==> config.mk <==
export PLATFORM = sky130hd
export DESIGN_NAME = debounced_led_chaser_unit
export DESIGN_NICKNAME = d
export VERILOG_FILES = /design/src/rtl/dlc_pkg.sv /design/src/rtl/dlc_debounce.sv /design/src/rtl/dlc_led_cell.sv /design/src/rtl/debounced_led_chaser_unit.sv
export SDC_FILE = /design/constraint.sdc
export NUM_CORES = 1
export LEC_CHECK = 0
export ABC_AREA = 1
export BUFFER_PORTS_ARGS = -buffer_cell sky130_fd_sc_hd__buf_2
export CORE_MARGIN = 3
export CORE_UTILIZATION = 65
export CTS_BUF_LIST = sky130_fd_sc_hd__clkbuf_4 sky130_fd_sc_hd__clkbuf_8
export CTS_CLUSTER_DIAMETER = 120
export DETAILED_ROUTE_END_ITERATION = 10
export GPL_TIMING_DRIVEN = 0
export PLACE_DENSITY = 0.85
export SYNTH_ARGS = -nofsm -noshare
export SYNTH_HDL_FRONTEND = slang
export SYNTH_SLANG_ARGS = --single-unit
==> constraint.sdc <==
create_clock -name i_clk -period 3.4 [get_ports i_clk]
set_clock_uncertainty 0.1 [all_clocks]
set_input_delay 0.68 -clock i_clk [delete_from_list [all_inputs] [get_ports i_clk]]
set_output_delay 0.68 -clock i_clk [all_outputs]
set_load 0.01 [all_outputs]
==> src/rtl/dlc_pkg.sv <==
// Package for the debounced LED chaser: ring size, field widths, register
// indexes, debounce phase codes and the step control struct.
// No dependencies.
`default_nettype none

package dlc_pkg;

    localparam int LED_COUNT = 5;

    localparam int PAT_W    = 5;
    localparam int PERIOD_W = 10;
    localparam int BOUNCE_W = 8;
    localparam int CFG_IDX_W  = 2;
    localparam int CFG_DATA_W = 10;

    localparam logic [CFG_IDX_W-1:0] CFG_STEP_PERIOD  = 2'd0;
    localparam logic [CFG_IDX_W-1:0] CFG_BOUNCE_DELAY = 2'd1;

    localparam logic [PERIOD_W-1:0] PERIOD_RESET = 10'd100;
    localparam logic [BOUNCE_W-1:0] BOUNCE_RESET = 8'd3;

    localparam logic [1:0] PHASE_OPEN   = 2'd0;
    localparam logic [1:0] PHASE_CLOSED = 2'd1;
    localparam logic [1:0] PHASE_BOUNCE = 2'd2;

    typedef struct packed {
        logic step;
        logic backward;
    } t_step_ctrl;

endpackage

`default_nettype wire

==> src/rtl/dlc_debounce.sv <==
// Button debounce machine: open, closed and bounce phases with a hold-off
// counter; flags a new press. Depends on dlc_pkg.
`default_nettype none

module dlc_debounce
    import dlc_pkg::*;
(
    input  wire logic                i_clk,
    input  wire logic                i_rst_n,
    input  wire logic                i_en,
    input  wire logic                i_pressed,
    input  wire logic [BOUNCE_W-1:0] i_bounce_delay,
    output logic                     o_new_press
);

    logic [1:0]          r_phase, n_phase;
    logic [BOUNCE_W-1:0] r_count, n_count;
    logic [BOUNCE_W-1:0] count_dec;

    always_comb begin
        count_dec   = (r_count != '0) ? r_count - 1'b1 : r_count;
        n_phase     = r_phase;
        n_count     = count_dec;
        o_new_press = 1'b0;
        case (r_phase)
            PHASE_CLOSED: begin
                if (!i_pressed) begin
                    n_phase = PHASE_BOUNCE;
                    n_count = i_bounce_delay;
                end
            end
            PHASE_BOUNCE: begin
                if (i_pressed) begin
                    n_phase = PHASE_CLOSED;
                end else if (count_dec == '0) begin
                    n_phase = PHASE_OPEN;
                end
            end
            default: begin
                if (i_pressed) begin
                    n_phase     = PHASE_CLOSED;
                    o_new_press = 1'b1;
                end
            end
        endcase
    end

    always_ff @(posedge i_clk) begin
        if (!i_rst_n) begin
            r_phase <= PHASE_OPEN;
            r_count <= '0;
        end else if (i_en) begin
            r_phase <= n_phase;
            r_count <= n_count;
        end
    end

endmodule

`default_nettype wire

==> src/rtl/dlc_led_cell.sv <==
// One position of the LED ring; takes the bit of a neighbor on a step.
// Depends on dlc_pkg.
`default_nettype none

module dlc_led_cell
    import dlc_pkg::*;
(
    input  wire logic       i_clk,
    input  wire logic       i_rst_n,
    input  wire t_step_ctrl i_ctrl,
    input  wire logic       i_from_lower,
    input  wire logic       i_from_upper,
    output logic            o_bit,
    output logic            o_next
);

    logic r_bit;

    assign o_next = !i_ctrl.step ? r_bit : (i_ctrl.backward ? i_from_upper : i_from_lower);
    assign o_bit  = r_bit;

    always_ff @(posedge i_clk) begin
        if (!i_rst_n) begin
            r_bit <= 1'b0;
        end else begin
            r_bit <= o_next;
        end
    end

endmodule

`default_nettype wire

==> src/rtl/debounced_led_chaser_unit.sv <==
// Top level of the debounced LED chaser: config registers, tick counter,
// event latches, ring of dlc_led_cell and a two-entry output buffer.
// Depends on dlc_pkg, dlc_debounce, dlc_led_cell.
//
// Usage:
//   Input channel (i_in_valid / o_in_ready) carries one 10 ms tick: the raw
//   B1 level and a B5 press flag. Output channel (o_out_valid / i_out_ready)
//   returns one result per tick: LED pattern, direction and inversion.
//   A tick's result is registered into the output buffer when the tick
//   is transferred. Throughput: one tick per cycle while o_in_ready is high;
//   the state update (counter and mux logic) and the ring shift coincide.
//   The output side holds two results, so a tick is still taken while one
//   result waits; o_in_ready drops only when both entries are full, and
//   nothing is lost while the receiver stalls.
//   Config: i_cfg_we writes register i_cfg_idx (0 step_period,
//   1 bounce_delay) with i_cfg_data; other indexes are ignored. Write only
//   while idle.
//   Reset (i_rst_n low, synchronous): step_period 100, bounce_delay 3,
//   button open, no pending events, forward, not inverted, no LED lit,
//   tick count 100, output buffer empty.
`default_nettype none

module debounced_led_chaser_unit
    import dlc_pkg::*;
(
    input  wire logic                  i_clk,
    input  wire logic                  i_rst_n,
    input  wire logic                  i_cfg_we,
    input  wire logic [CFG_IDX_W-1:0]  i_cfg_idx,
    input  wire logic [CFG_DATA_W-1:0] i_cfg_data,
    input  wire logic                  i_in_valid,
    output logic                       o_in_ready,
    input  wire logic                  i_b1_level,
    input  wire logic                  i_b5_press,
    output logic                       o_out_valid,
    input  wire logic                  i_out_ready,
    output logic [PAT_W-1:0]           o_led_pattern,
    output logic                       o_reversed,
    output logic                       o_inverted
);

    localparam int RES_W = PAT_W + 2;

    logic [PERIOD_W-1:0] r_step_period;
    logic [BOUNCE_W-1:0] r_bounce_delay;
    logic [PERIOD_W-1:0] r_tick, n_tick, tick_dec;
    logic                r_b1_pend, n_b1_pend, b1_pend_in;
    logic                r_b5_pend, n_b5_pend, b5_pend_in;
    logic                r_backward, n_backward;
    logic                r_invert, n_invert;
    logic                accept, step_due, new_press;
    t_step_ctrl          ctrl;

    logic [LED_COUNT-1:0] cell_bit, cell_next, from_lower, from_upper;
    logic                 no_pos;
    logic [PAT_W-1:0]     pattern;

    logic [RES_W-1:0] r_out, r_skid, result;
    logic             r_out_v, r_skid_v, pop;

    assign accept     = i_in_valid && o_in_ready;
    assign o_in_ready = !r_skid_v;

    always_ff @(posedge i_clk) begin
        if (!i_rst_n) begin
            r_step_period  <= PERIOD_RESET;
            r_bounce_delay <= BOUNCE_RESET;
        end else if (i_cfg_we) begin
            case (i_cfg_idx)
                CFG_STEP_PERIOD:  r_step_period  <= i_cfg_data[PERIOD_W-1:0];
                CFG_BOUNCE_DELAY: r_bounce_delay <= i_cfg_data[BOUNCE_W-1:0];
                default: ;
            endcase
        end
    end

    dlc_debounce u_debounce (
        .i_clk          (i_clk),
        .i_rst_n        (i_rst_n),
        .i_en           (accept),
        .i_pressed      (i_b1_level),
        .i_bounce_delay (r_bounce_delay),
        .o_new_press    (new_press)
    );

    always_comb begin
        b1_pend_in = r_b1_pend || new_press;
        b5_pend_in = r_b5_pend || i_b5_press;
        tick_dec   = (r_tick != '0) ? r_tick - 1'b1 : r_tick;
        step_due   = (tick_dec == '0);
        n_tick     = tick_dec;
        n_b1_pend  = b1_pend_in;
        n_b5_pend  = b5_pend_in;
        n_backward = r_backward;
        n_invert   = r_invert;
        if (step_due) begin
            n_tick = r_step_period;
        end else if (b1_pend_in) begin
            n_b1_pend  = 1'b0;
            n_backward = !r_backward;
        end else if (b5_pend_in) begin
            n_b5_pend = 1'b0;
            n_invert  = !r_invert;
        end
    end

    always_ff @(posedge i_clk) begin
        if (!i_rst_n) begin
            r_tick     <= PERIOD_RESET;
            r_b1_pend  <= 1'b0;
            r_b5_pend  <= 1'b0;
            r_backward <= 1'b0;
            r_invert   <= 1'b0;
        end else if (accept) begin
            r_tick     <= n_tick;
            r_b1_pend  <= n_b1_pend;
            r_b5_pend  <= n_b5_pend;
            r_backward <= n_backward;
            r_invert   <= n_invert;
        end
    end

    // ring of cells; an empty ring seeds the first cell in the step direction
    assign ctrl.step     = accept && step_due;
    assign ctrl.backward = r_backward;
    assign no_pos        = (cell_bit == '0);

    genvar gi;
    generate
        for (gi = 0; gi < LED_COUNT; gi++) begin : g_cell
            if (gi == 0) begin : g_lo
                assign from_lower[gi] = cell_bit[LED_COUNT-1] || no_pos;
            end else begin : g_lo
                assign from_lower[gi] = cell_bit[gi-1];
            end
            if (gi == LED_COUNT - 1) begin : g_hi
                assign from_upper[gi] = cell_bit[0] || no_pos;
            end else begin : g_hi
                assign from_upper[gi] = cell_bit[gi+1];
            end
            dlc_led_cell u_cell (
                .i_clk        (i_clk),
                .i_rst_n      (i_rst_n),
                .i_ctrl       (ctrl),
                .i_from_lower (from_lower[gi]),
                .i_from_upper (from_upper[gi]),
                .o_bit        (cell_bit[gi]),
                .o_next       (cell_next[gi])
            );
        end
        for (gi = 0; gi < PAT_W; gi++) begin : g_pat
            if (gi < LED_COUNT) begin : g_on
                assign pattern[gi] = n_invert ? !cell_next[gi] : cell_next[gi];
            end else begin : g_off
                assign pattern[gi] = 1'b0;
            end
        end
    endgenerate

    assign result = {pattern, n_backward, n_invert};
    assign pop    = r_out_v && i_out_ready;

    always_ff @(posedge i_clk) begin
        if (!i_rst_n) begin
            r_out_v  <= 1'b0;
            r_skid_v <= 1'b0;
        end else begin
            if (!r_out_v || pop) begin
                if (r_skid_v) begin
                    r_out_v  <= 1'b1;
                    r_skid_v <= accept;
                end else begin
                    r_out_v <= accept;
                end
            end else if (accept) begin
                r_skid_v <= 1'b1;
            end
        end
    end

    always_ff @(posedge i_clk) begin
        if (!r_out_v || pop) begin
            if (r_skid_v) begin
                r_out <= r_skid;
                if (accept) begin
                    r_skid <= result;
                end
            end else if (accept) begin
                r_out <= result;
            end
        end else if (accept) begin
            r_skid <= result;
        end
    end

    assign o_out_valid   = r_out_v;
    assign o_led_pattern = r_out[RES_W-1:2];
    assign o_reversed    = r_out[1];
    assign o_inverted    = r_out[0];

endmodule

`default_nettype wire

==> flow_summary.yaml <==
sta:
  tns_ps: 0
  min_period_ps: 2590
  layout_setup_ws_ps: 812
  hold_viol: 0
  slew_viol_final: 0
  worst_pin_slew_ps: 523
  fin_crit_sh: 0.761
  rsz0062_at_grt: "false"
  max_freq_ghz: 0.386
  setup_viol: 0
  holdWs_ps: 358
  slew-limit-headroom: 0.651
detailed_routing:
  drc: 0
  drtAntennaViolNets: 0
  first_pass_iters: 5
  drt-initial-drc-count: 181
  wirelength_um: 7960
  wl_per_cell_um: 13.2
  viasPerCell: 5.48
  vias: 3292
global_routing:
  first_global_vias: 2986
  antenna_found_initial: 0
  grt.overflow.total: 0
  grt_first_pass_wirelength_um: 13500
  grt_max_degree: 13
  track_usage: 0.277
die:
  die_height_um: 79.5
  start_util: 0.679
  core_sq_um: 5170
  num_rows: 26
  die_x_um: 79.5
  io_pins: 28
  die-area_sq_um: 6320
logic_synthesis:
  avgSynthCellArea_sq_um: 7.19
  syn_inst: 488
  synth-main-ff-cell: "dfxtp_1"
  yosysMostFrequentCell: "nand2_1"
  ys_types: 37
  postSynthRegisterBits: 63
  ys_async_sr_fraction: 0
  yosysTopAreaCell: "dfxtp_1"
  syn-num-nets: 514
  synthesis.area_sq_um: 3510
  synth-seq-area-share: 0.399
  ys.warnings.count: 0
  yosysTopAreaCellShare: 0.280
  synth_edf_count: 14
  synth_common_cells: "118 x nand2_1, 51 x nor2_1, 49 x dfxtp_1"
  ys_top_cells_by_area: "dfxtp_1 28%, nand2_1 13%, edfxtp_1 12%"
clocking:
  root_buffer: "clkbuf_8"
  cts_resized: 0
  cts_buffers: 9
  post-cts-setup-buffers: 0
  cts_tree: "done"
  clk_pin_slew_ps: 70
  clock_latency_ps: 350
  htree_levels: 3
  clock_path_buffers: 2
  cts.sink_count: 63
  holdBufCountCts: 0
layout:
  register_area_sq_um: 1400
  n_antenna_cell: 0
  layout.cells.non_filler: 601
  area_delta_synth_final_pct: 12.6
  layout-drive-gt1-share: 0.160
  multiInputGateArea_sq_um: 1860
  nFillCells: 396
  nNetsFinal: 552
  fin_util: 0.764
  fin_area_sq_um: 3950
power:
  ir_worst_vdd_v: 0.000405
  power.leakage_nw: 1.71
  p_total_mw: 2.02
  powerDensity_nw_per_um2: 512
placed_design:
  port_buffers: 27
  preCtsSetupSlack_ps: 869
  gp_congestion: 0.899
  dpl_cell_area_sq_um: 3730
  place_hpwl_um: 6100
  dp_cells: 585
worst_setup_path:
  startpoint_type: "flop"
  cp.required_ps: 3410
  arrival_ps: 2590
  cp_max_fo: 7
  critPathKind: "flop to flop"
  cp-end-kind: "flop"
job:
  drv_cap: 0
outcome:
  status: "completed"
hold_path:
  hp-class: "flop to flop"
worst paths after layout:
path / start / end / slack [ps] / cells past startpoint
worst max-delay path: r_tick[0]$_SDFFE_PN0P_ / r_skid[6]$_DFFE_PP_ / 810 / 12
worst min register to register: r_bounce_delay[5]$_SDFFE_PN0P_ / r_bounce_delay[5]$_SDFFE_PN0P_ / 360 / 2
worst max register to register: r_tick[0]$_SDFFE_PN0P_ / r_skid[6]$_DFFE_PP_ / 810 / 12
worst min-delay path: r_bounce_delay[5]$_SDFFE_PN0P_ / r_bounce_delay[5]$_SDFFE_PN0P_ / 360 / 2
logic make-up after synthesis:
family | count (synthesis) | synth area share
adder cells (fa/ha/maj) | 7 | 0.0250
buffers and inverters | 66 | 0.0720
AND/OR/NAND/NOR | 254 | 0.351
flip-flops | 63 | 0.399
AO/OA/AOI/OAI | 94 | 0.143
XOR/XNOR | 4 | 0.00998
report_power, final:
| group | internal [mW] | total [mW] | leakage [nW] | switching [mW] |
|---|---|---|---|---|
| clock network | 0.413 | 0.713 | 0.102 | 0.300 |
| logic | 0.155 | 0.448 | 1.08 | 0.293 |
| registers | 0.824 | 0.861 | 0.534 | 0.0369 |
| total | 1.39 | 2.02 | 1.71 | 0.630 |
critical path, stage by stage (launching register included):
cell and delay, ps:
dfxtp_1 340, inv_1 200, ha_1 270, inv_1 60, nor2_1 160, nand4_1 120
nand2_1 180, nand3_1 150, nor2_4 200, nand4_1 210, nand2_1 120, nand2_1 70
and2_1 160
area by class of cell:
class | count | share of cell area
timing repair buffer | 27 | 0.0342
buffer | 13 | 0.0123
tap | 70 | 0.0222
inverter | 53 | 0.0516
multi-input combinational | 359 | 0.469
sequential | 63 | 0.355
clock inverter | 7 | 0.0244
clock buffer | 9 | 0.0313
layer usage:
layer | global-route usage | share of wire | vias to the layer above
met2 | 0.430 | 0.45 | 127
met3 | 0.0564 | 0.067 | 23
li1 | - | - | 1689
met5 | 0 | 0 | -
met4 | 0.122 | 0.024 | 0
met1 | 0.372 | 0.46 | 1453
sequential cells by signal, summed over array words and instances (netlist names):
| signal | count |
|---|---|
| r_skid_v | 1 |
| g_cell.u_cell.o_bit | 5 |
| r_backward | 1 |
| r_invert | 1 |
| r_skid | 7 |
| r_b5_pend | 1 |
| o_out_valid | 1 |
| u_debounce.r_phase | 2 |
| u_debounce.r_count | 8 |
| r_tick | 10 |
| r_out | 7 |
| r_b1_pend | 1 |
| r_bounce_delay | 8 |
| r_step_period | 10 |
cells in the final DEF (no fill, tap or decap), drive strengths merged:
| cell type | n |
|---|---|
| o211ai | 5 |
| edfxtp | 14 |
| dfxtp | 49 |
| o21ai | 39 |
| a31oi | 3 |
| nand3 | 37 |
| a21oi | 42 |
| o31ai | 1 |
| and2 | 5 |
| ha | 7 |
| nor4 | 1 |
| nor3 | 5 |
| xor2 | 4 |
| buf | 29 |
| clkinv | 5 |
| nor2 | 63 |
| nand2 | 128 |
| clkinvlp | 3 |
| o221ai | 2 |
| nand4 | 13 |
| clkbuf | 20 |
| a211oi | 1 |
| inv | 50 |
| bufinv | 2 |
| or2 | 2 |
| o21bai | 1 |
Note: power is estimated with default switching activity, not from simulation.
